`config.mk`:
```
export PLATFORM = sky130hd
export DESIGN_NAME = dfs_depth_labeler_core_flat
export DESIGN_NICKNAME = d
export VERILOG_FILES = /design/src/hw/rtl/dfsl_pkg.sv /design/src/hw/rtl/dfsl_req_if.sv /design/src/hw/rtl/dfsl_lbl_if.sv /design/src/hw/rtl/dfsl_walk.sv /design/src/hw/rtl/dfs_depth_labeler_core.sv /design/src/flat_wrapper.sv
export SDC_FILE = /design/constraint.sdc
export NUM_CORES = 2
export LEC_CHECK = 0
export BUFFER_PORTS_ARGS = -buffer_cell sky130_fd_sc_hd__buf_2
export CAP_MARGIN = 30
export CELL_PAD_IN_SITES_DETAIL_PLACEMENT = 0
export CELL_PAD_IN_SITES_GLOBAL_PLACEMENT = 1
export CORE_ASPECT_RATIO = 0.75
export CORE_MARGIN = 8
export CORE_UTILIZATION = 45
export CTS_CLUSTER_SIZE = 14
export DETAILED_ROUTE_END_ITERATION = 8
export HOLD_SLACK_MARGIN = 0.08
export PLACE_DENSITY = 0.76
export SLEW_MARGIN = 30
export SYNTH_ARGS = -nofsm -noshare
export SYNTH_HDL_FRONTEND = slang
export SYNTH_SLANG_ARGS = --single-unit
```
`constraint.sdc`:
```
create_clock -name clk -period 13.55 [get_ports clk]
set_clock_uncertainty 0.2 [all_clocks]
set_input_delay 2.71 -clock clk [delete_from_list [all_inputs] [get_ports clk]]
set_output_delay 2.71 -clock clk [all_outputs]
set_load 0.01 [all_outputs]
```
`src/hw/rtl/dfsl_pkg.sv`:
```
// Shared constants and types for the depth-first labeler.
`timescale 1ns / 1ps
package dfsl_pkg;

  localparam int MAX_VERTICES = 32;
  localparam int VTX_W        = $clog2(MAX_VERTICES);
  localparam int CNT_W        = $clog2(MAX_VERTICES + 1);
  localparam int EDGE_W       = 32;
  localparam int LABEL_W      = 6;
  localparam int CFG_DATA_W   = 6;
  localparam int CFG_IDX_W    = 1;

  localparam logic [CFG_IDX_W-1:0] CFG_VERTEX_COUNT = 1'b0;
  localparam logic [CFG_IDX_W-1:0] CFG_START_VERTEX = 1'b1;

  localparam logic MODE_LOAD   = 1'b0;
  localparam logic MODE_SEARCH = 1'b1;

  typedef struct packed {
    logic [VTX_W-1:0] v;
    logic [CNT_W-1:0] nx;
  } frame_t;

  typedef struct packed {
    logic              load;
    logic              search;
    logic [VTX_W-1:0]  row;
    logic [EDGE_W-1:0] edges;
    logic [CNT_W-1:0]  n;
    logic [VTX_W-1:0]  root;
  } walk_cmd_t;

endpackage

```
`src/hw/rtl/dfsl_req_if.sv`:
```
// Request channel: row loads and search requests.
`timescale 1ns / 1ps
interface dfsl_req_if;
  import dfsl_pkg::*;

  logic              valid;
  logic              ready;
  logic              mode;
  logic [4:0]        row_index;
  logic [EDGE_W-1:0] row_edges;

  modport source (output valid, mode, row_index, row_edges, input ready);
  modport sink   (input valid, mode, row_index, row_edges, output ready);
endinterface

```
`src/hw/rtl/dfsl_lbl_if.sv`:
```
// Label channel: one depth label per vertex in use.
`timescale 1ns / 1ps
interface dfsl_lbl_if;
  import dfsl_pkg::*;

  logic               valid;
  logic               ready;
  logic [4:0]         vertex_id;
  logic [LABEL_W-1:0] depth_label;
  logic               last_label;

  modport source (output valid, vertex_id, depth_label, last_label, input ready);
  modport sink   (input valid, vertex_id, depth_label, last_label, output ready);
endinterface

```
`src/hw/rtl/dfsl_walk.sv`:
```
// Walk engine: adjacency, stack and label memories with the depth-first sequencer.
`timescale 1ns / 1ps
module dfsl_walk (
  input  logic                         clk,
  input  logic                         rst,
  input  dfsl_pkg::walk_cmd_t          cmd,
  input  logic [dfsl_pkg::VTX_W-1:0]   label_raddr,
  output logic [dfsl_pkg::LABEL_W-1:0] label_rdata,
  output logic                         done
);
  import dfsl_pkg::*;

  typedef enum logic [1:0] {W_IDLE, W_ROW, W_SCAN, W_POP} wstate_t;

  wstate_t state;

  logic [EDGE_W-1:0]  adj_mem [MAX_VERTICES];
  logic [MAX_VERTICES-1:0] adj_valid;
  logic [EDGE_W-1:0]  adj_rdata;
  logic               adj_rvld;
  logic [VTX_W-1:0]   adj_raddr;

  frame_t             stack_mem [MAX_VERTICES];
  frame_t             stack_rdata;
  frame_t             stack_wdata;
  logic               stack_we;

  logic [LABEL_W-1:0] label_mem [MAX_VERTICES];
  logic               label_we;
  logic [VTX_W-1:0]   label_waddr;
  logic [LABEL_W-1:0] label_wdata;
  logic [LABEL_W-1:0] label_q;
  logic               label_vis;

  logic [MAX_VERTICES-1:0] visited;
  logic [VTX_W-1:0]   cur_v;
  logic [CNT_W-1:0]   cur_nx;
  logic [CNT_W-1:0]   sp;
  logic [CNT_W-1:0]   sp_m1;
  logic [CNT_W-1:0]   sp_m2;
  logic [EDGE_W-1:0]  row;
  logic [VTX_W-1:0]   nx_idx;
  logic               scan_end;
  logic               hit;
  logic               root_ok;

  assign nx_idx   = cur_nx[VTX_W-1:0];
  assign sp_m1    = sp - CNT_W'(1);
  assign sp_m2    = sp - CNT_W'(2);
  assign scan_end = cur_nx >= cmd.n;
  assign hit      = row[nx_idx] && !visited[nx_idx] && (sp < CNT_W'(MAX_VERTICES));
  assign root_ok  = {1'b0, cmd.root} < cmd.n;
  assign stack_we = (state == W_SCAN) && !scan_end && hit;
  assign stack_wdata = '{v: cur_v, nx: cur_nx + CNT_W'(1)};

  always_comb begin
    unique case (state)
      W_IDLE:  adj_raddr = cmd.root;
      W_SCAN:  adj_raddr = nx_idx;
      W_POP:   adj_raddr = stack_rdata.v;
      default: adj_raddr = cur_v;
    endcase
  end

  always_comb begin
    label_we    = 1'b0;
    label_waddr = nx_idx;
    label_wdata = sp[LABEL_W-1:0] + LABEL_W'(1);
    if (state == W_IDLE && cmd.search && root_ok) begin
      label_we    = 1'b1;
      label_waddr = cmd.root;
      label_wdata = LABEL_W'(1);
    end else if (stack_we) begin
      label_we = 1'b1;
    end
  end

  always_ff @(posedge clk) begin
    if (cmd.load) begin
      adj_mem[cmd.row] <= cmd.edges;
    end
    adj_rdata <= adj_mem[adj_raddr];
  end

  always_ff @(posedge clk) begin
    if (rst) begin
      adj_valid <= '0;
      adj_rvld  <= 1'b0;
    end else begin
      if (cmd.load) begin
        adj_valid[cmd.row] <= 1'b1;
      end
      adj_rvld <= adj_valid[adj_raddr];
    end
  end

  always_ff @(posedge clk) begin
    if (stack_we) begin
      stack_mem[sp_m1[VTX_W-1:0]] <= stack_wdata;
    end
    stack_rdata <= stack_mem[sp_m2[VTX_W-1:0]];
  end

  always_ff @(posedge clk) begin
    if (label_we) begin
      label_mem[label_waddr] <= label_wdata;
    end
    label_q   <= label_mem[label_raddr];
    label_vis <= visited[label_raddr];
  end

  assign label_rdata = label_vis ? label_q : '0;

  always_ff @(posedge clk) begin
    if (rst) begin
      state   <= W_IDLE;
      sp      <= '0;
      done    <= 1'b0;
      visited <= '0;
    end else begin
      done <= 1'b0;
      unique case (state)
        W_IDLE: begin
          if (cmd.search) begin
            cur_v  <= cmd.root;
            cur_nx <= '0;
            if (root_ok) begin
              visited <= MAX_VERTICES'(1) << cmd.root;
              sp      <= CNT_W'(1);
              state   <= W_ROW;
            end else begin
              visited <= '0;
              done    <= 1'b1;
            end
          end
        end
        W_ROW: begin
          row   <= adj_rvld ? adj_rdata : '0;
          state <= W_SCAN;
        end
        W_SCAN: begin
          if (scan_end) begin
            if (sp == CNT_W'(1)) begin
              sp    <= '0;
              done  <= 1'b1;
              state <= W_IDLE;
            end else begin
              sp    <= sp_m1;
              state <= W_POP;
            end
          end else if (hit) begin
            visited[nx_idx] <= 1'b1;
            cur_v           <= nx_idx;
            cur_nx          <= '0;
            sp              <= sp + CNT_W'(1);
            state           <= W_ROW;
          end else begin
            cur_nx <= cur_nx + CNT_W'(1);
          end
        end
        W_POP: begin
          cur_v  <= stack_rdata.v;
          cur_nx <= stack_rdata.nx;
          state  <= W_ROW;
        end
      endcase
    end
  end

endmodule

```
`src/hw/rtl/dfs_depth_labeler_core.sv`:
```
// Top level of the depth-first labeler: request intake, configuration and label output.
//
// Usage:
//   req carries items. mode 0 stores row_edges as the outgoing edges of
//   row_index; such a request leaves the core ready and any number may follow
//   back to back. mode 1 runs a depth-first walk from start_vertex over the
//   first vertex_count vertices and then sends one label per vertex on lbl,
//   in ascending vertex order, last_label marking the final one.
//   A search fetches a row on each descent, scans one neighbour at a time and
//   on each return reads the stack and fetches a row; its pace is set by the
//   single adjacency read port. Labels then stream at one per cycle from the
//   label memory while the receiver is ready. req.ready is low from the search
//   request until its last label is loaded into the output register; it rises
//   while that label may still be waiting. A stalled receiver holds the output
//   register and freezes the stream. Reset clears the graph to no edges, sets
//   vertex_count to 32 and start_vertex to 0; it needs no clearing pass.
//   Configuration is written through cfg_we/cfg_index/cfg_data; the user must
//   do so only while idle, as the block does not enforce it.
`timescale 1ns / 1ps
module dfs_depth_labeler_core (
  input  logic                            clk,
  input  logic                            rst,
  input  logic                            cfg_we,
  input  logic [dfsl_pkg::CFG_IDX_W-1:0]  cfg_index,
  input  logic [dfsl_pkg::CFG_DATA_W-1:0] cfg_data,
  dfsl_req_if.sink                        req,
  dfsl_lbl_if.source                      lbl
);
  import dfsl_pkg::*;

  typedef enum logic [1:0] {T_IDLE, T_WALK, T_EMIT} tstate_t;

  tstate_t state;

  logic [CNT_W-1:0]   vertex_count;
  logic [VTX_W-1:0]   start_vertex;
  logic [CNT_W-1:0]   n_used;
  logic               req_take;
  walk_cmd_t          cmd;
  logic [VTX_W-1:0]   label_raddr;
  logic [LABEL_W-1:0] label_rdata;
  logic               walk_done;
  logic [VTX_W-1:0]   emit_idx;
  logic               emit_load;
  logic               emit_last;
  logic               out_valid;
  logic [VTX_W-1:0]   out_vertex;
  logic [LABEL_W-1:0] out_label;
  logic               out_last;

  always_comb begin
    if (vertex_count == '0) begin
      n_used = CNT_W'(1);
    end else if (vertex_count > CNT_W'(MAX_VERTICES)) begin
      n_used = CNT_W'(MAX_VERTICES);
    end else begin
      n_used = vertex_count;
    end
  end

  assign req.ready = (state == T_IDLE);
  assign req_take  = req.valid && req.ready;

  assign cmd.load   = req_take && (req.mode == MODE_LOAD);
  assign cmd.search = req_take && (req.mode == MODE_SEARCH);
  assign cmd.row    = req.row_index;
  assign cmd.edges  = req.row_edges;
  assign cmd.n      = n_used;
  assign cmd.root   = start_vertex;

  assign emit_load = (state == T_EMIT) && (!out_valid || lbl.ready);
  assign emit_last = ({1'b0, emit_idx} + CNT_W'(1)) == n_used;

  always_comb begin
    if (state == T_EMIT) begin
      label_raddr = emit_load ? emit_idx + VTX_W'(1) : emit_idx;
    end else begin
      label_raddr = '0;
    end
  end

  dfsl_walk u_walk (
    .clk         (clk),
    .rst         (rst),
    .cmd         (cmd),
    .label_raddr (label_raddr),
    .label_rdata (label_rdata),
    .done        (walk_done)
  );

  always_ff @(posedge clk) begin
    if (rst) begin
      vertex_count <= CNT_W'(MAX_VERTICES);
      start_vertex <= '0;
    end else if (cfg_we) begin
      unique case (cfg_index)
        CFG_VERTEX_COUNT: vertex_count <= cfg_data[CNT_W-1:0];
        CFG_START_VERTEX: start_vertex <= cfg_data[VTX_W-1:0];
      endcase
    end
  end

  always_ff @(posedge clk) begin
    if (rst) begin
      state     <= T_IDLE;
      emit_idx  <= '0;
      out_valid <= 1'b0;
    end else begin
      if (lbl.ready) begin
        out_valid <= 1'b0;
      end
      unique case (state)
        T_IDLE: begin
          if (cmd.search) begin
            state <= T_WALK;
          end
        end
        T_WALK: begin
          emit_idx <= '0;
          if (walk_done) begin
            state <= T_EMIT;
          end
        end
        T_EMIT: begin
          if (emit_load) begin
            out_valid  <= 1'b1;
            out_vertex <= emit_idx;
            out_label  <= label_rdata;
            out_last   <= emit_last;
            emit_idx   <= emit_idx + VTX_W'(1);
            if (emit_last) begin
              state <= T_IDLE;
            end
          end
        end
        default: state <= T_IDLE;
      endcase
    end
  end

  assign lbl.valid       = out_valid;
  assign lbl.vertex_id   = out_vertex;
  assign lbl.depth_label = out_label;
  assign lbl.last_label  = out_last;

endmodule

```
`src/flat_wrapper.sv`:
```
// flat-port wrapper written by rule: the top's interface ports become plain ports
module dfs_depth_labeler_core_flat import dfsl_pkg::*;
  (clk, rst, cfg_we, cfg_index, cfg_data, req_valid, req_mode, req_row_index, req_row_edges, req_ready, lbl_valid, lbl_vertex_id, lbl_depth_label, lbl_last_label, lbl_ready);
  dfsl_req_if req_i ();
  dfsl_lbl_if lbl_i ();
  input  logic clk;
  input  logic rst;
  input  logic cfg_we;
  input  logic [dfsl_pkg::CFG_IDX_W-1:0] cfg_index;
  input  logic [dfsl_pkg::CFG_DATA_W-1:0] cfg_data;
  input wire logic [$bits(req_i.valid)-1:0] req_valid;
  input wire logic [$bits(req_i.mode)-1:0] req_mode;
  input wire logic [$bits(req_i.row_index)-1:0] req_row_index;
  input wire logic [$bits(req_i.row_edges)-1:0] req_row_edges;
  output wire logic [$bits(req_i.ready)-1:0] req_ready;
  output wire logic [$bits(lbl_i.valid)-1:0] lbl_valid;
  output wire logic [$bits(lbl_i.vertex_id)-1:0] lbl_vertex_id;
  output wire logic [$bits(lbl_i.depth_label)-1:0] lbl_depth_label;
  output wire logic [$bits(lbl_i.last_label)-1:0] lbl_last_label;
  input wire logic [$bits(lbl_i.ready)-1:0] lbl_ready;
  assign req_i.valid = req_valid;
  assign req_i.mode = req_mode;
  assign req_i.row_index = req_row_index;
  assign req_i.row_edges = req_row_edges;
  assign req_ready = req_i.ready;
  assign lbl_valid = lbl_i.valid;
  assign lbl_vertex_id = lbl_i.vertex_id;
  assign lbl_depth_label = lbl_i.depth_label;
  assign lbl_last_label = lbl_i.last_label;
  assign lbl_i.ready = lbl_ready;
  dfs_depth_labeler_core u_core (.clk(clk), .rst(rst), .cfg_we(cfg_we), .cfg_index(cfg_index), .cfg_data(cfg_data), .req(req_i), .lbl(lbl_i));
endmodule
```
# == Word level (Yosys, flattened, before mapping) ==
# Memories as Yosys holds them, arrays and structs flattened. A register that Yosys moved wholly into a read port is not among the register bits.
# Cells that the tools add are included.
# word_totals
register_bits,149
mem_bits_rw,1568
in_bits,50
output_inout_bits,14
word_cells,156
mem_count,3
# classes
n_addsub,6
order_cmp,10
eq_ne,16
shift,1
muxes,65
bitwise,5
n_reduce_logical,32
# memory_table
memory,depth,word_bits,read_ports,rd_ports_with_merged_regs,write_ports,line,source
u_core.u_walk.adj_mem,32,32,1,1,1,dfsl_walk.sv:17,logic [EDGE_W-1:0] adj_mem [MAX_VERTICES];
u_core.u_walk.stack_mem,32,11,1,1,1,dfsl_walk.sv:23,frame_t stack_mem [MAX_VERTICES];
u_core.u_walk.label_mem,32,6,1,1,1,dfsl_walk.sv:28,logic [LABEL_W-1:0] label_mem [MAX_VERTICES];
# op_table
operator,count
$mux 32,4
$mux 6,11
$or 32x32->32,2
$pmux 32 s2,1
$shl 1x5->32 const A,1
$mux 5,6
$pmux 5 s3,2
$lt 5x6->1 const B,4
$bmux 1 s5,4
$mux 1,20
$mux 2,9
$pmux 6 s3,1
$reduce_and 4->1,4
$add 6x1->6 const B,2
$logic_and 1x1->1,12
$ne 2x2->1 const B,6
$pmux 6 s2,1
$demux 1 s5,2
$ge 5x1->1 const B,2
$pmux 5 s2,1
$pmux 2 s4,1
$add 5x1->6 const B,1
$eq 2x2->1 const B,3
$eq 6x1->1 const B,1
other kinds (23),34

# == Longest topological paths before layout ==
# logic_depth
word_depth,11
ltp_mapped,14
depth_no_buf,11

# == By module ==
# A second synthesis with hierarchy kept.
# unflattened
hier_cells,4028
area_unflattened_um2,70108.5
# by_module_without_submodules
module,n_inst,cells_per_inst,area_per_inst_um2,seq_area_each_um2
dfsl_walk,1,3876,68613.3,50858.8
dfs_depth_labeler_core,1,152,1495.2,740.7

# == Least setup slack after synthesis ==
# No wires, ideal clock.
# synth_path
path_kind,input to register
start,in req_row_index[4]
end,"mem u_core.u_walk.adj_mem[10][0], enable pin"
setup_ps,423
t_arrival_ps,4614
t_required_ps,12927
path_slack_ps,8313
stages,2
n_path_buf,0
path_cell_list,or3b_2 nor2_1
# synth_rtl
element,line,source
start: declaration,flat_wrapper.sv:13,input wire logic [$bits(req_i.row_index)-1:0] req_row_index;
end: declaration,dfsl_walk.sv:17,
# Straight into the memory's write port.

# == Worst setup path in the final report ==
# layout_path
start,reg u_core.vertex_count[5]
end,"mem u_core.u_walk.label_mem[18][5], enable pin"
# layout_between
elab_chain_cells,11
elab_cells_between_ends,15
classes_between,order compare (3); mux (7); reduce/logical (5)
# layout_lines
element,line,source
start: declaration,dfs_depth_labeler_core.sv:35,logic [CNT_W-1:0] vertex_count;
start signal: assignment,dfs_depth_labeler_core.sv:93,vertex_count <= CNT_W'(MAX_VERTICES);
start signal: assignment,dfs_depth_labeler_core.sv:97,CFG_VERTEX_COUNT: vertex_count <= cfg_data[CNT_W-1:0];
$gt 6x6->1,dfs_depth_labeler_core.sv:54,end else if (vertex_count > CNT_W'(MAX_VERTICES)) begin
$mux 6,dfs_depth_labeler_core.sv:54,
$mux 6 (*),dfs_depth_labeler_core.sv:52,if (vertex_count == '0) begin
$ge 6x6->1,dfsl_walk.sv:50,assign scan_end = cur_nx >= cmd.n;
$logic_not 1->1,dfsl_walk.sv:53,assign stack_we = (state == W_SCAN) && !scan_end && hit;
$logic_and 1x1->1 (2 in a row),dfsl_walk.sv:53,
$mux 1,dfsl_walk.sv:73,end else if (stack_we) begin
$mux 1,dfsl_walk.sv:69,if (state == W_IDLE && cmd.search && root_ok) begin
$mux 1,dfsl_walk.sv:105,if (label_we) begin
$mux 1 (implied by the code),dfsl_walk.sv:106,label_mem[label_waddr] <= label_wdata;
end: declaration,dfsl_walk.sv:28,
# Mark *: on every way between the ends. The rest lies on a longest branch, timed or not.

==> summary.log <==
INFO  cells_and_area n_fill_cell=12,200
INFO  logic_synthesis synth.yosys.seq_area_share=0.740
INFO  clock_network  cts_resized=0
INFO  flow_run       drv.max_cap_violation_count=0
INFO  critical_path  crit_chain=clkinv_1 > o21ai_0 > inv_1 > ha_1 > nand2b_1 > a2111oi_0 > o31a_1 > nand2_1 > nor3_4 > a41oi_2 > nor3_1
INFO  logic_synthesis syn_area_per_cell=18.3squm
INFO  power          ir_worst_vdd=0.168mV
INFO  floorplanning  num_io_pins=64
INFO  clock_network  clk_path_buf_depth=3
INFO  logic_synthesis synth.cell_area=69,700squm
INFO  global_route   global_route.overflow_total=0
INFO  global_route   grt_first_pass_wirelength=252,000microns
INFO  critical_path  worstSetupStartpointType=register
INFO  logic_synthesis yosys_warnings=0
INFO  critical_path  r2r_setup_slack=8.34ns
INFO  logic_synthesis synthArstFlopShare=0
INFO  logic_synthesis netlist_instances=3,821
INFO  floorplanning  start_util=0.452
INFO  logic_synthesis synth_fp_nets=3,902
INFO  timing         fin_crit_sh=0.385
INFO  timing         setup_tns=0ns
INFO  global_route   antenna_violations_before_repair=11
INFO  global_route   grt_util_all_layers=0.200
INFO  floorplanning  die_h=357microns
INFO  timing         finalHoldViolCount=0
INFO  cells_and_area finalNetCount=4,000
INFO  clock_network  clock_insertion_delay_worst_skew=0.82ns
INFO  clock_network  cts_root_buffer=sky130_fd_sc_hd__clkbuf_16
INFO  global_route   grt_pass1_vias=36,100
INFO  timing         worst_slew_pin_slew=1.00ns
INFO  power          power_per_cell_area=175nW/um^2
INFO  cells_and_area final_common_cell=sky130_fd_sc_hd__edfxtp_1
INFO  logic_synthesis synth_ff_type=sky130_fd_sc_hd__edfxtp_1
INFO  timing         final_period_minus_worst_setup_slack=5.21ns
INFO  timing         maxClockFrequency=0.192GHz
INFO  drt            drt_drc_violations_left=0
INFO  drt            drt_iter0_drc=4,880
INFO  timing         grt_setup_unrepaired=false
INFO  floorplanning  core.rowCount=125
INFO  logic_synthesis yosys-top-cells-area=sky130_fd_sc_hd__edfxtp_1 70%, sky130_fd_sc_hd__mux4_2 11%, sky130_fd_sc_hd__dfxtp_1 4.1%, sky130_fd_sc_hd__mux2i_1 1.7%, sky130_fd_sc_hd__and3_1 1.6%
INFO  clock_network  clock-sinks=1,766
INFO  critical_path  crit_path_top_delay_cell=sky130_fd_sc_hd__nor3_1
INFO  cells_and_area share_of_cells_above_drive_strength_1=0.212
INFO  timing         hold-worst-slack=0.276ns
INFO  floorplanning  die_x=471microns
INFO  cells_and_area multi_input_gate_area=17,500squm
INFO  placed_design  portBuffers=63
INFO  floorplanning  core_region_area=154,000squm
INFO  placed_design  rd_place_congestion=0.856
INFO  critical_path  cp.required=13.78ns
INFO  logic_synthesis netlist.area_leader.share=0.699
INFO  logic_synthesis post-synth-top-area-cell=sky130_fd_sc_hd__edfxtp_1
INFO  global_route   grt_max_degree=133
INFO  logic_synthesis synth_cell_type_count=73
INFO  clock_network  clkTransAtPathRegs=0.06ns
INFO  drt            postRouteAntennaNets=0
INFO  timing         final_max_slew_viol_count=0
INFO  critical_path  worst_ep_arrival_time=5.44ns
INFO  timing         slew_headroom=0.331
INFO  power          power_leakage=24.5nW
INFO  clock_network  cts_tree=built
INFO  clock_network  htreeDepth=4
INFO  cells_and_area areaGrowthSynthToFinish=12.3%
INFO  clock_network  cts_made_buffers=164
INFO  placed_design  place_hpwl=100,000microns
INFO  outcome        run_status=finished clean
INFO  drt            wl=173,000microns
INFO  drt            num_vias=37,300
INFO  critical_path  worstPathMaxFanout=9
INFO  drt            dr.pass1.iters=6
INFO  logic_synthesis synth-seq-cells=1,766
INFO  critical_path  critical_path.endpoint_type=register
INFO  drt            via_per_inst=6.13
INFO  clock_network  count_of_buffers_added_by_post_cts_timing_repair_for_setup=0
INFO  clock_network  cts_hold_buf=0
INFO  hold_path      hold_class=register to register
INFO  cells_and_area mostFrequentLayoutCells=1,623 x sky130_fd_sc_hd__edfxtp_1, 342 x sky130_fd_sc_hd__mux4_2, 186 x sky130_fd_sc_hd__nand2_1
INFO  critical_path  cp_bufs_invs=2
INFO  critical_path  worst_path_largest_cell_delay=0.89ns
INFO  floorplanning  floorplan.die_area=168,000squm
INFO  critical_path  criticalPathCategory=register to register
INFO  timing         finalSetupViolations=0
INFO  logic_synthesis synth-edff-count=1,623
INFO  cells_and_area final-seq-area=51,600squm
INFO  drt            wl_cell=28.3microns
INFO  critical_path  path_delay_family=compound AO/OA/AOI/OAI gates
[state kept, by name, summed over array words and instances (netlist names), 6 cells and up]
signal / count
u_core.u_walk.sp: 6
u_core.u_walk.label_mem: 192
u_core.u_walk.visited: 32
u_core.u_walk.adj_valid: 32
u_core.u_walk.cur_nx: 6
u_core.u_walk.adj_rdata: 32
u_core.u_walk.stack_rdata: 11
u_core.u_walk.adj_mem: 1024
u_core.u_walk.row: 32
u_core.vertex_count: 6
u_core.u_walk.stack_mem: 352
u_core.lbl.depth_label: 6
u_core.u_walk.label_q: 6
[worst paths after layout]
kind,to,from,depth (start not counted)
worst max register to register,u_core.u_walk.label_mem[18][5],u_core.vertex_count[5],11
worst min register to register,u_core.u_walk.adj_valid[0],u_core.u_walk.adj_valid[0],2
worst min-delay path,u_core.u_walk.adj_valid[0],u_core.u_walk.adj_valid[0],2
worst max-delay path,u_core.u_walk.label_mem[18][5],u_core.vertex_count[5],11
[power breakdown]
| group | internal [W] | switching (W) | leakage [nW] | total, W |
|---|---|---|---|---|
| Combinational | 0.00120 | 0.00161 | 6.36 | 0.00281 |
| Clock | 0.00253 | 0.00204 | 2.59 | 0.00457 |
| Sequential | 0.00618 | 0.000128 | 15.6 | 0.00631 |
| Total | 0.00991 | 0.00377 | 24.5 | 0.0137 |
[tightest hold or removal path, delay by kind of cell (launching register included)]
| family | cells | cell delay (ns) |
|---|---|---|
| flops | 1 | 0.33 |
| simple gates | 2 | 0.12 |
[cell families after synthesis]
logic type,Yosys count,share of synthesized area
AOI/OAI and AO/OA,485,0.0484
xor gates and xnor gates,24,0.00341
adders and majority gates,31,0.00556
buffers and inverters,262,0.0168
DFF,1766,0.740
muxes,476,0.130
and+or+nand+nor,777,0.0558
[cell usage after synthesis, types with 9 or more instances]
| master | n |
|---|---|
| sky130_fd_sc_hd__inv_1 | 26 |
| sky130_fd_sc_hd__nand2_1 | 188 |
| sky130_fd_sc_hd__mux4_2 | 342 |
| sky130_fd_sc_hd__mux2i_1 | 115 |
| sky130_fd_sc_hd__buf_2 | 54 |
| sky130_fd_sc_hd__a21oi_1 | 79 |
| sky130_fd_sc_hd__nor4b_1 | 9 |
| sky130_fd_sc_hd__xnor2_1 | 19 |
| sky130_fd_sc_hd__buf_4 | 27 |
| sky130_fd_sc_hd__nor2_1 | 192 |
| sky130_fd_sc_hd__a211oi_1 | 134 |
| sky130_fd_sc_hd__a311oi_1 | 12 |
| sky130_fd_sc_hd__o22ai_1 | 82 |
| sky130_fd_sc_hd__edfxtp_1 | 1623 |
| sky130_fd_sc_hd__a31oi_1 | 12 |
| sky130_fd_sc_hd__buf_1 | 12 |
| sky130_fd_sc_hd__and2_1 | 45 |
| sky130_fd_sc_hd__o21ai_0 | 44 |
| sky130_fd_sc_hd__o32ai_1 | 15 |
| sky130_fd_sc_hd__nor4_1 | 41 |
| sky130_fd_sc_hd__nor3_1 | 32 |
| sky130_fd_sc_hd__mux2_2 | 18 |
| sky130_fd_sc_hd__nand2b_1 | 20 |
| sky130_fd_sc_hd__nand3_1 | 29 |
| sky130_fd_sc_hd__and3_1 | 173 |
| sky130_fd_sc_hd__nor2b_1 | 16 |
| sky130_fd_sc_hd__clkbuf_1 | 137 |
| sky130_fd_sc_hd__o32a_1 | 15 |
| sky130_fd_sc_hd__dfxtp_1 | 143 |
| sky130_fd_sc_hd__ha_1 | 31 |
[cell type report]
type	count	area share
antenna	4	0.000128
clock buffer	224	0.0572
clock inverter	83	0.0102
inverter	29	0.00139
multi-input combinational	1793	0.223
sequential	1766	0.659
tap	2032	0.0325
timing repair buffer	165	0.0169
[metal layers]
layer	routed length, microns	up-vias	part of all wire	global-route usage
li1	-	15800	-	-
met1	77400	19400	0.45	0.311
met2	75800	1901	0.44	0.293
met3	16500	225	0.096	0.0411
met4	2700	4	0.016	0.0426
met5	17	-	0.000099	0
[per-stage QoR]
step	power, W	setup slack (ns)	cell area [sq um]	cells	util
final	0.0137	8.34	78300	6096	0.507
after global routing	0.0142	8.14	78300	6092	0.507
after CTS	0.0138	8.19	78200	6090	0.507
after detailed placement	0.00923	7.40	73000	5783	0.473
after global placement	0.00919	7.50	72700	5774	0.471
after floorplan	0.00836	8.31	69700	3821	-
Note: power is estimated with default switching activity, not from simulation.
